File: src/sv/battery_drain_average_time_left_macros.svh
// Assertion macros for the runtime estimator.
`ifndef BATTERY_DRAIN_AVERAGE_TIME_LEFT_MACROS_SVH
`define BATTERY_DRAIN_AVERAGE_TIME_LEFT_MACROS_SVH

// The consequent must hold in the same cycle as the antecedent.
`define BDATL_ASSERT_NOW(lbl, clk, rst_n, a, c) \
    lbl: assert property (@(posedge clk) disable iff (!(rst_n)) (a) |-> (c)) \
        else $error("assertion failed in battery runtime estimator");

// The consequent must hold in the cycle after the antecedent.
`define BDATL_ASSERT_NEXT(lbl, clk, rst_n, a, c) \
    lbl: assert property (@(posedge clk) disable iff (!(rst_n)) (a) |=> (c)) \
        else $error("assertion failed in battery runtime estimator");

`endif

File: src/sv/bdatl_pkg.sv
package bdatl_pkg;

    // Window geometry and datapath widths.
    localparam int WINDOW   = 60;
    localparam int SLOT_W   = $clog2(WINDOW);
    localparam int COUNT_W  = $clog2(WINDOW + 1);
    localparam int DATA_W   = 32;
    localparam int SUM_W    = DATA_W + SLOT_W;
    localparam int STEP_W   = 6;
    localparam int HOURS_W  = 7;
    localparam int MINS_W   = 6;

    localparam logic [SLOT_W-1:0]  LAST_SLOT = SLOT_W'(WINDOW - 1);
    localparam logic [HOURS_W-1:0] HOURS_MAX = 7'd127;

    // Division lengths: each is the number of quotient bits needed.
    localparam logic [STEP_W-1:0] AVG_STEPS = 6'd32;
    localparam logic [STEP_W-1:0] HRS_STEPS = 6'd32;
    localparam logic [STEP_W-1:0] MIN_STEPS = 6'd6;

    // Charge state codes.
    localparam logic [1:0] CS_UNKNOWN     = 2'd0;
    localparam logic [1:0] CS_DISCHARGING = 2'd1;
    localparam logic [1:0] CS_CHARGING    = 2'd2;
    localparam logic [1:0] CS_RESERVED    = 2'd3;

    typedef struct packed {
        logic              start;
        logic [STEP_W-1:0] steps;
    } div_ctl_t;

    typedef struct packed {
        logic busy;
        logic done;
    } div_stat_t;

    typedef struct packed {
        logic clear;
        logic rd_en;
        logic wr_en;
    } ring_ctl_t;

endpackage

File: src/sv/bdatl_ring.sv
module bdatl_ring (
    input  logic                          aclk,
    input  logic                          aresetn,
    input  bdatl_pkg::ring_ctl_t          ctl,
    input  logic [bdatl_pkg::SLOT_W-1:0]  rd_addr,
    input  logic [bdatl_pkg::SLOT_W-1:0]  wr_addr,
    input  logic [bdatl_pkg::DATA_W-1:0]  wr_data,
    output logic [bdatl_pkg::DATA_W-1:0]  rd_data,
    output logic                          rd_valid
);

    logic [bdatl_pkg::DATA_W-1:0] ring_mem [bdatl_pkg::WINDOW];
    logic [bdatl_pkg::WINDOW-1:0] valid_reg;
    logic [bdatl_pkg::DATA_W-1:0] rd_data_reg;
    logic                         rd_valid_reg;

    // Sample store with a registered read port.
    always_ff @(posedge aclk) begin
        if (ctl.wr_en) begin
            ring_mem[wr_addr] <= wr_data;
        end
        if (ctl.rd_en) begin
            rd_data_reg <= ring_mem[rd_addr];
        end
    end

    // Per-slot valid bits; a clear empties the whole window at once, and a read
    // issued together with a clear sees an empty slot.
    always_ff @(posedge aclk) begin
        if (!aresetn) begin
            valid_reg    <= '0;
            rd_valid_reg <= 1'b0;
        end else begin
            if (ctl.clear) begin
                valid_reg <= '0;
            end else if (ctl.wr_en) begin
                valid_reg[wr_addr] <= 1'b1;
            end
            if (ctl.rd_en) begin
                rd_valid_reg <= valid_reg[rd_addr] && !ctl.clear;
            end
        end
    end

    assign rd_data  = rd_data_reg;
    assign rd_valid = rd_valid_reg;

endmodule

File: src/sv/bdatl_div.sv
module bdatl_div (
    input  logic                          aclk,
    input  logic                          aresetn,
    input  bdatl_pkg::div_ctl_t           ctl,
    input  logic [bdatl_pkg::SUM_W-1:0]   dividend,
    input  logic [bdatl_pkg::DATA_W-1:0]  divisor,
    output bdatl_pkg::div_stat_t          stat,
    output logic [bdatl_pkg::DATA_W-1:0]  quotient,
    output logic [bdatl_pkg::DATA_W-1:0]  remainder
);

    logic [bdatl_pkg::DATA_W-1:0] rem_reg;
    logic [bdatl_pkg::SUM_W-1:0]  quo_reg;
    logic [bdatl_pkg::DATA_W-1:0] divisor_reg;
    logic [bdatl_pkg::STEP_W-1:0] cnt_reg;
    logic                         done_reg;

    logic [bdatl_pkg::DATA_W:0]   trial;
    logic [bdatl_pkg::DATA_W:0]   diff;
    logic                         fits;
    logic [bdatl_pkg::DATA_W-1:0] rem_step;
    logic [6:0]                   top_shift;

    // One restoring step: bring down the next dividend bit and try a subtract.
    always_comb begin
        trial     = {rem_reg, quo_reg[bdatl_pkg::SUM_W-1]};
        diff      = trial - {1'b0, divisor_reg};
        fits      = trial >= {1'b0, divisor_reg};
        rem_step  = fits ? diff[bdatl_pkg::DATA_W-1:0] : trial[bdatl_pkg::DATA_W-1:0];
        top_shift = 7'(bdatl_pkg::SUM_W) - {1'b0, ctl.steps};
    end

    // The caller guarantees that the quotient fits in the requested number of
    // steps, so the bits above them preload the partial remainder.
    always_ff @(posedge aclk) begin
        if (ctl.start) begin
            rem_reg     <= bdatl_pkg::DATA_W'(dividend >> ctl.steps);
            quo_reg     <= dividend << top_shift;
            divisor_reg <= divisor;
        end else if (cnt_reg != '0) begin
            rem_reg <= rem_step;
            quo_reg <= {quo_reg[bdatl_pkg::SUM_W-2:0], fits};
        end
    end

    // Step counter and completion pulse.
    always_ff @(posedge aclk) begin
        if (!aresetn) begin
            cnt_reg  <= '0;
            done_reg <= 1'b0;
        end else begin
            done_reg <= (cnt_reg == bdatl_pkg::STEP_W'(1)) && !ctl.start;
            if (ctl.start) begin
                cnt_reg <= ctl.steps;
            end else if (cnt_reg != '0) begin
                cnt_reg <= cnt_reg - bdatl_pkg::STEP_W'(1);
            end
        end
    end

    assign stat.busy = cnt_reg != '0;
    assign stat.done = done_reg;
    assign quotient  = quo_reg[bdatl_pkg::DATA_W-1:0];
    assign remainder = rem_reg;

endmodule

File: src/sv/battery_drain_average_time_left.sv
// Each accepted item runs the average division if it carries a drain sample, then the hours
// and minutes divisions unless the average is zero, in which case the time is reported as zero.
// All three run on the one shared radix-2 divider: 32 steps for the average,
// 32 for the hours and 6 for the minutes. One item is worked on at a time.
// The next item is accepted the cycle after the result register is loaded, and a result
// that waits on m_tready holds it back. Synchronous active-low reset empties the window
// and clears the average and state.
`include "battery_drain_average_time_left_macros.svh"

module battery_drain_average_time_left (
    input  logic        aclk,
    input  logic        aresetn,
    input  logic        s_tvalid,
    output logic        s_tready,
    // charge_state[1:0], drain_sample[33:2], charge_left[65:34], zero padding
    input  logic [71:0] s_tdata,
    // sample_present
    input  logic        s_tuser,
    output logic        m_tvalid,
    input  logic        m_tready,
    // drain_average[31:0], hours_left[38:32], minutes_left[44:39], zero padding
    output logic [47:0] m_tdata,
    // average_changed[0], state_changed[1]
    output logic [1:0]  m_tuser
);

    typedef enum logic [8:0] {
        ST_IDLE     = 9'b000000001,
        ST_UPD      = 9'b000000010,
        ST_AVG_GO   = 9'b000000100,
        ST_AVG_WAIT = 9'b000001000,
        ST_CHK      = 9'b000010000,
        ST_HRS_WAIT = 9'b000100000,
        ST_MIN_GO   = 9'b001000000,
        ST_MIN_WAIT = 9'b010000000,
        ST_DONE     = 9'b100000000
    } state_t;

    state_t state_reg, state_next;

    logic [1:0]                          stored_cs_reg;
    logic [bdatl_pkg::SLOT_W-1:0]        slot_reg;
    logic [bdatl_pkg::SUM_W-1:0]         sum_reg;
    logic [bdatl_pkg::COUNT_W-1:0]       count_reg;
    logic [bdatl_pkg::DATA_W-1:0]        avg_reg;
    logic [bdatl_pkg::DATA_W-1:0]        avg_before_reg;
    logic                                st_chg_reg;
    logic                                present_reg;
    logic [bdatl_pkg::DATA_W-1:0]        sample_reg;
    logic [bdatl_pkg::DATA_W-1:0]        cap_reg;
    logic [bdatl_pkg::DATA_W-1:0]        rem_reg;
    logic [bdatl_pkg::HOURS_W-1:0]       hours_reg;
    logic [bdatl_pkg::MINS_W-1:0]        minutes_reg;
    logic                                m_tvalid_reg;
    logic [47:0]                         m_tdata_reg;
    logic [1:0]                          m_tuser_reg;

    logic                                accept;
    logic [1:0]                          cs_norm;
    logic                                cs_changed;
    logic [bdatl_pkg::SUM_W-1:0]         old_sample;
    logic [bdatl_pkg::SUM_W-1:0]         sum_upd;
    logic [bdatl_pkg::SUM_W-1:0]         rem_times_60;

    bdatl_pkg::ring_ctl_t                ring_ctl;
    logic [bdatl_pkg::SLOT_W-1:0]        ring_rd_addr;
    logic [bdatl_pkg::DATA_W-1:0]        ring_rd_data;
    logic                                ring_rd_valid;

    bdatl_pkg::div_ctl_t                 div_ctl;
    bdatl_pkg::div_stat_t                div_stat;
    logic [bdatl_pkg::SUM_W-1:0]         div_dividend;
    logic [bdatl_pkg::DATA_W-1:0]        div_divisor;
    logic [bdatl_pkg::DATA_W-1:0]        div_quotient;
    logic [bdatl_pkg::DATA_W-1:0]        div_remainder;

    // Input decode: the reserved charge code counts as unknown.
    always_comb begin
        accept     = s_tvalid && s_tready;
        cs_norm    = (s_tdata[1:0] == bdatl_pkg::CS_RESERVED) ? bdatl_pkg::CS_UNKNOWN
                                                              : s_tdata[1:0];
        cs_changed = cs_norm != stored_cs_reg;
    end

    // Window sum update: drop the overwritten sample if that slot was in use.
    always_comb begin
        old_sample   = ring_rd_valid ? bdatl_pkg::SUM_W'(ring_rd_data) : '0;
        sum_upd      = sum_reg - old_sample + bdatl_pkg::SUM_W'(sample_reg);
        rem_times_60 = (bdatl_pkg::SUM_W'(rem_reg) << 6) - (bdatl_pkg::SUM_W'(rem_reg) << 2);
    end

    // Ring control: the old slot is read on acceptance and rewritten in the update when a sample is present.
    always_comb begin
        ring_ctl.clear = accept && cs_changed;
        ring_ctl.rd_en = accept;
        ring_ctl.wr_en = (state_reg == ST_UPD) && present_reg;
        ring_rd_addr   = cs_changed ? '0 : slot_reg;
    end

    // Divider operand selection for the three divisions.
    always_comb begin
        div_ctl.start = 1'b0;
        div_ctl.steps = bdatl_pkg::AVG_STEPS;
        div_dividend  = sum_reg;
        div_divisor   = bdatl_pkg::DATA_W'(count_reg);
        unique case (state_reg)
            ST_AVG_GO: begin
                div_ctl.start = 1'b1;
            end
            ST_CHK: begin
                div_ctl.start = avg_reg != '0;
                div_ctl.steps = bdatl_pkg::HRS_STEPS;
                div_dividend  = bdatl_pkg::SUM_W'(cap_reg);
                div_divisor   = avg_reg;
            end
            ST_MIN_GO: begin
                div_ctl.start = 1'b1;
                div_ctl.steps = bdatl_pkg::MIN_STEPS;
                div_dividend  = rem_times_60;
                div_divisor   = avg_reg;
            end
            default: begin
                div_ctl.start = 1'b0;
            end
        endcase
    end

    // Sequencer.
    always_comb begin
        state_next = state_reg;
        unique case (state_reg)
            ST_IDLE:     if (accept) state_next = ST_UPD;
            ST_UPD:      state_next = present_reg ? ST_AVG_GO : ST_CHK;
            ST_AVG_GO:   state_next = ST_AVG_WAIT;
            ST_AVG_WAIT: if (div_stat.done) state_next = ST_CHK;
            ST_CHK:      state_next = (avg_reg != '0) ? ST_HRS_WAIT : ST_DONE;
            ST_HRS_WAIT: if (div_stat.done) state_next = ST_MIN_GO;
            ST_MIN_GO:   state_next = ST_MIN_WAIT;
            ST_MIN_WAIT: if (div_stat.done) state_next = ST_DONE;
            ST_DONE:     if (!m_tvalid_reg || m_tready) state_next = ST_IDLE;
            default:     state_next = ST_IDLE;
        endcase
    end

    // Control and window state.
    always_ff @(posedge aclk) begin
        if (!aresetn) begin
            state_reg     <= ST_IDLE;
            stored_cs_reg <= bdatl_pkg::CS_UNKNOWN;
            slot_reg      <= '0;
            sum_reg       <= '0;
            count_reg     <= '0;
            avg_reg       <= '0;
            m_tvalid_reg  <= 1'b0;
        end else begin
            state_reg <= state_next;
            if (accept && cs_changed) begin
                stored_cs_reg <= cs_norm;
                slot_reg      <= '0;
                sum_reg       <= '0;
                count_reg     <= '0;
            end
            if ((state_reg == ST_UPD) && present_reg) begin
                sum_reg  <= sum_upd;
                slot_reg <= (slot_reg == bdatl_pkg::LAST_SLOT) ? '0
                                                               : slot_reg + 1'b1;
                if (!ring_rd_valid) begin
                    count_reg <= count_reg + 1'b1;
                end
            end
            if ((state_reg == ST_AVG_WAIT) && div_stat.done) begin
                avg_reg <= div_quotient;
            end
            if ((state_reg == ST_DONE) && (!m_tvalid_reg || m_tready)) begin
                m_tvalid_reg <= 1'b1;
            end else if (m_tready) begin
                m_tvalid_reg <= 1'b0;
            end
        end
    end

    // Item payload and intermediate results.
    always_ff @(posedge aclk) begin
        if (accept) begin
            present_reg    <= s_tuser;
            sample_reg     <= s_tdata[33:2];
            cap_reg        <= s_tdata[65:34];
            st_chg_reg     <= cs_changed;
            avg_before_reg <= avg_reg;
        end
        if (state_reg == ST_CHK) begin
            hours_reg   <= '0;
            minutes_reg <= '0;
        end
        if ((state_reg == ST_HRS_WAIT) && div_stat.done) begin
            hours_reg <= (div_quotient > bdatl_pkg::DATA_W'(bdatl_pkg::HOURS_MAX))
                         ? bdatl_pkg::HOURS_MAX : div_quotient[bdatl_pkg::HOURS_W-1:0];
            rem_reg   <= div_remainder;
        end
        if ((state_reg == ST_MIN_WAIT) && div_stat.done) begin
            minutes_reg <= div_quotient[bdatl_pkg::MINS_W-1:0];
        end
        if ((state_reg == ST_DONE) && (!m_tvalid_reg || m_tready)) begin
            m_tdata_reg <= {3'b000, minutes_reg, hours_reg, avg_reg};
            m_tuser_reg <= {st_chg_reg, avg_reg != avg_before_reg};
        end
    end

    bdatl_ring u_ring (
        .aclk     (aclk),
        .aresetn  (aresetn),
        .ctl      (ring_ctl),
        .rd_addr  (ring_rd_addr),
        .wr_addr  (slot_reg),
        .wr_data  (sample_reg),
        .rd_data  (ring_rd_data),
        .rd_valid (ring_rd_valid)
    );

    bdatl_div u_div (
        .aclk      (aclk),
        .aresetn   (aresetn),
        .ctl       (div_ctl),
        .dividend  (div_dividend),
        .divisor   (div_divisor),
        .stat      (div_stat),
        .quotient  (div_quotient),
        .remainder (div_remainder)
    );

    assign s_tready = state_reg == ST_IDLE;
    assign m_tvalid = m_tvalid_reg;
    assign m_tdata  = m_tdata_reg;
    assign m_tuser  = m_tuser_reg;

    // Checks on the sequencer, the window bookkeeping and the result fields.
    `BDATL_ASSERT_NEXT(a_busy_after_accept, aclk, aresetn, accept, !s_tready)
    `BDATL_ASSERT_NOW(a_count_in_window, aclk, aresetn, 1'b1,
                      count_reg <= bdatl_pkg::COUNT_W'(bdatl_pkg::WINDOW))
    `BDATL_ASSERT_NOW(a_div_when_waiting, aclk, aresetn, div_stat.busy || div_stat.done,
                      (state_reg == ST_AVG_WAIT) || (state_reg == ST_HRS_WAIT) ||
                      (state_reg == ST_MIN_WAIT))
    `BDATL_ASSERT_NOW(a_zero_avg_no_time, aclk, aresetn,
                      m_tvalid && (m_tdata[31:0] == '0), m_tdata[44:32] == '0)
    `BDATL_ASSERT_NOW(a_minutes_range, aclk, aresetn, m_tvalid, m_tdata[44:39] < 6'd60)

endmodule
File: config.mk
export PLATFORM = sky130hd
export DESIGN_NAME = battery_drain_average_time_left
export DESIGN_NICKNAME = d
export VERILOG_FILES = /design/src/sv/bdatl_pkg.sv /design/src/sv/bdatl_ring.sv /design/src/sv/bdatl_div.sv /design/src/sv/battery_drain_average_time_left.sv
export VERILOG_INCLUDE_DIRS = /design/src /design/src/sv
export SDC_FILE = /design/constraint.sdc
export NUM_CORES = 2
export LEC_CHECK = 0
export BUFFER_PORTS_ARGS = -buffer_cell sky130_fd_sc_hd__buf_2
export CAP_MARGIN = 20
export CORE_ASPECT_RATIO = 0.7
export CORE_UTILIZATION = 55
export DETAILED_ROUTE_END_ITERATION = 7
export GPL_TIMING_DRIVEN = 1
export MAX_ROUTING_LAYER = met4
export PLACE_DENSITY = 0.79
export SKIP_CTS_REPAIR_TIMING = 1
export SLEW_MARGIN = 20
export SYNTH_ARGS = -nofsm -noshare
export SYNTH_HDL_FRONTEND = slang
export SYNTH_HIERARCHICAL = 1
export SYNTH_SLANG_ARGS = --single-unit
export TNS_END_PERCENT = 20
File: constraint.sdc
create_clock -name aclk -period 19.65 [get_ports aclk]
set_input_delay 3.93 -clock aclk [delete_from_list [all_inputs] [get_ports aclk]]
set_output_delay 3.93 -clock aclk [all_outputs]
set_load 0.02 [all_outputs]
==> summary.md <==
| Metric | Value |
|---|---|
| Crit Reg-Reg Startpoint | stored_cs_reg[0] |
| Internal | 8.44 mW |
| Clk Latency, worst-skew pair | 0.86 ns |
| Max Cap Viol | 0 |
| Area grow syn2layout | 10.5% |
| Clock-pin slew on the worst setup and hold paths | 0.07 ns |
| Total CTS buffers | 209 |
| Largest cells by area after synthesis | edfxtp_1 (66%), mux4_2 (12%), dfxtp_1 (3.2%), nand2_1 (1.5%), mux2i_1 (1.5%) |
| Antenna violations before repair | 21 |
| Core Region | 185,000 µm² |
| Worst Tran Pin Value | 1.34 ns |
| Die area | 188,000 µm² |
| Unrepaired setup endpoints after global routing | no |
| Pins Over Slew Limit | 0 |
| Worst path required time | 20.23 ns |
| Tcrit/Tclk final | 46.9% |
| Hold Path Origin | minutes_reg[5] |
| FFs w/ async S/R, synth | 0% |
| Sw Share | 24.4% |
| Post-synth EDFFs | 2,244 |
| Worst setup EP type | flip-flop |
| Switch Pwr | 2.72 mW |
| Total power | 11.2 mW |
| Synth area leader | edfxtp_1 |
| CTS Sinks | 2,406 |
| Min Tclk post-route | 9.22 ns |
| Number of port buffers | 119 |
| GRT Overall Usage | 32.0% |
| Drt first pass iters | 6 |
| Antenna viol nets, final | 0 |
| Mapped Area | 103,000 µm² |
| Peak Freq | 0.108 GHz |
| Rows | 132 |
| Hpwl dp | 182 mm |
| Leak | 36.9 nW |
| Reg power frac | 53.3% |
| Post-route cell area | 113,000 µm² |
| Mean post-synth cell area | 16.8 µm² |
| Max IR drop VDD | 0.000147 V |
| Setup_tns | 0 ns |
| Power per Cell Area | 98.3 nW/µm² |
| Total gr overflow | 0 |
| Clock group share of total power | 37.3% |
| Root buf cell | clkbuf_16 |
| Comb power frac | 9.4% |
| CTS max path bufs | 3 |
| Initial detailed-routing violation count | 10,900 |
| Number of synthesized register bits | 2,406 |
| Final setup viols | 0 |
| Synth Warn # | 6 |
| Filler cell count | 12,700 |
| WP data arrival | 9.81 ns |
| Die width | 518 µm |
| Routability cong. | 1.01 |
| Status | finished clean |
| H-tree depth | 4 |
| Placed Area | 106,000 µm² |
| Top cells by count, synth | edfxtp_1 (2,244), mux4_2 (539), nand2_1 (423) |
| Netlist cell types | 98 |
| Vias in the first global route | 57,800 |
| Chip Height | 363 µm |
| Routed len/inst | 32.9 µm |
| CTS tree | yes |
| Routed wire length | 295 mm |
| Max reg flops | 1,920 |
| Largest net degree at the start of global routing | 101 |
| Clk_skew | 0.0659 ns |
| Vias per inst | 6.79 |
| I/O pin count | 129 |
| Crit path from | s_tdata[1] |
| Hold Fails Final Rpt | 0 |
| Worst min path class | flip-flop to flip-flop |
| Layout net count | 6,492 |
| Max_slew headroom | 9.87% |
| Mapped Cells | 6,117 |
| Worst-path maximum fanout | 48 |
| DRC Markers | 0 |
| Vias | 60,800 |
| Layout cells sized above 1 | 20.5% |
| Worst hold slack | 0.413 ns |
| First-pass GRT wire length | 414 mm |
| CP Launch Type | input pin |
| CP Class | input pin to flip-flop |
| Sequential area share after synthesis | 68.8% |
| Top FF cell, synth | edfxtp_1 |
| Share of the synthesized area in the top cell type | 65.7% |
| Initial core utilization | 55.4% |
| Most common cell in the synthesized netlist | edfxtp_1 |
-- through the flow --
step | setup slack [ns] | util (%) | std cells
2_1_floorplan | 11.66 | - | 6123
3_3_place_gp | 9.68 | 57.4 | 8542
3_5_place_dp | 9.58 | 57.5 | 8546
4_1_cts | 10.38 | 61.2 | 8941
5_1_grt | 9.97 | 61.3 | 8950
6_report | 10.43 | 61.3 | 8958
-- power groups by stage --
| stage | Clock (mW) | Combinational, mW | Sequential, mW |
|---|---|---|---|
| floorplan | 0 | 0.729 | 6.02 |
| global placement | 0 | 0.977 | 6.05 |
| detailed placement | 0 | 1.00 | 6.05 |
| CTS | 4.19 | 1.01 | 5.94 |
| global route | 4.38 | 1.11 | 5.95 |
| finish | 4.17 | 1.05 | 5.94 |
-- kinds of logic (layout without fill, tap and decap cells) --
logic type	Yosys count	count (layout)	share of synthesized area [%]
compound gates	1050	1050	6.77
xor+xnor	133	133	1.13
fa+ha+maj	137	137	1.91
buf+inv	602	941	2.78
flops	2406	2406	68.8
mux	723	723	13.7
other cells	1	24	0.00365
simple gates	1065	1065	4.93
-- per-layer routing --
| metal | GRT usage, % | up-vias | part of all wire, % |
|---|---|---|---|
| met2 | 42.0 | 4899 | 41 |
| met1 | 45.5 | 30800 | 38 |
| met3 | 13.8 | 551 | 18 |
| met4 | 8.20 | 0 | 2.7 |
| met5 | - | - | 0 |
| li1 | - | 24500 | - |
-- cell usage in the layout (no fill, tap or decap), types with 27 or more instances in the layout --
cell type,instances
a211oi_1,30
buf_4,184
xor2_1,41
clkbuf_1,49
dfxtp_1,162
o21a_1,82
mux2_2,29
a21boi_0,53
nand2_1,422
a21o_1,74
o21ai_1,49
nand4_1,34
inv_1,232
clkbuf_16,211
clkinv_1,27
and2_1,78
buf_2,119
mux2i_1,155
a21oi_1,175
clkinv_2,44
a22oi_1,135
nor2_4,60
o22ai_1,85
nor2b_1,38
nand3_1,82
nor2_1,142
o21ai_0,176
fa_1,33
nor3_1,49
mux4_2,539
ha_1,104
edfxtp_1,2244
xnor2_1,90
-- worst max-delay path, stage by stage --
cell and delay, ns:
buf_2 0.14, nor2b_1 0.16, nor3_1 0.18, a21oi_1 0.06, o21ai_0 0.24, buf_4 0.23
and2_4 0.70, buf_4 0.90, buf_4 0.70, buf_4 0.86, mux4_2 0.62, o22ai_1 0.25
nor2_1 0.23, a21oi_1 0.29, o21ai_1 0.12
-- path summary, 6_finish.rpt --
kind,slack (ns),depth (start not counted),end
min reg2reg,0.41,0,m_tdata[44]
min,0.41,0,m_tdata[44]
max reg2reg,13.46,13,u_ring/rd_data[17]
max,10.43,15,u_ring/rd_data[17]
-- layout make-up --
cell class | instances | area (µm²) | area share [%]
well taps | 2479 | 3100 | 2.73
clock buffers | 281 | 5740 | 5.06
inverters | 239 | 897 | 0.791
multi-input cells | 3115 | 29800 | 26.2
repair buffers | 307 | 2070 | 1.82
clock inverters | 114 | 1180 | 1.04
flip-flops and latches | 2406 | 70600 | 62.3
diodes | 17 | 42.5 | 0.0375
(Power assumes the default switching activity.)
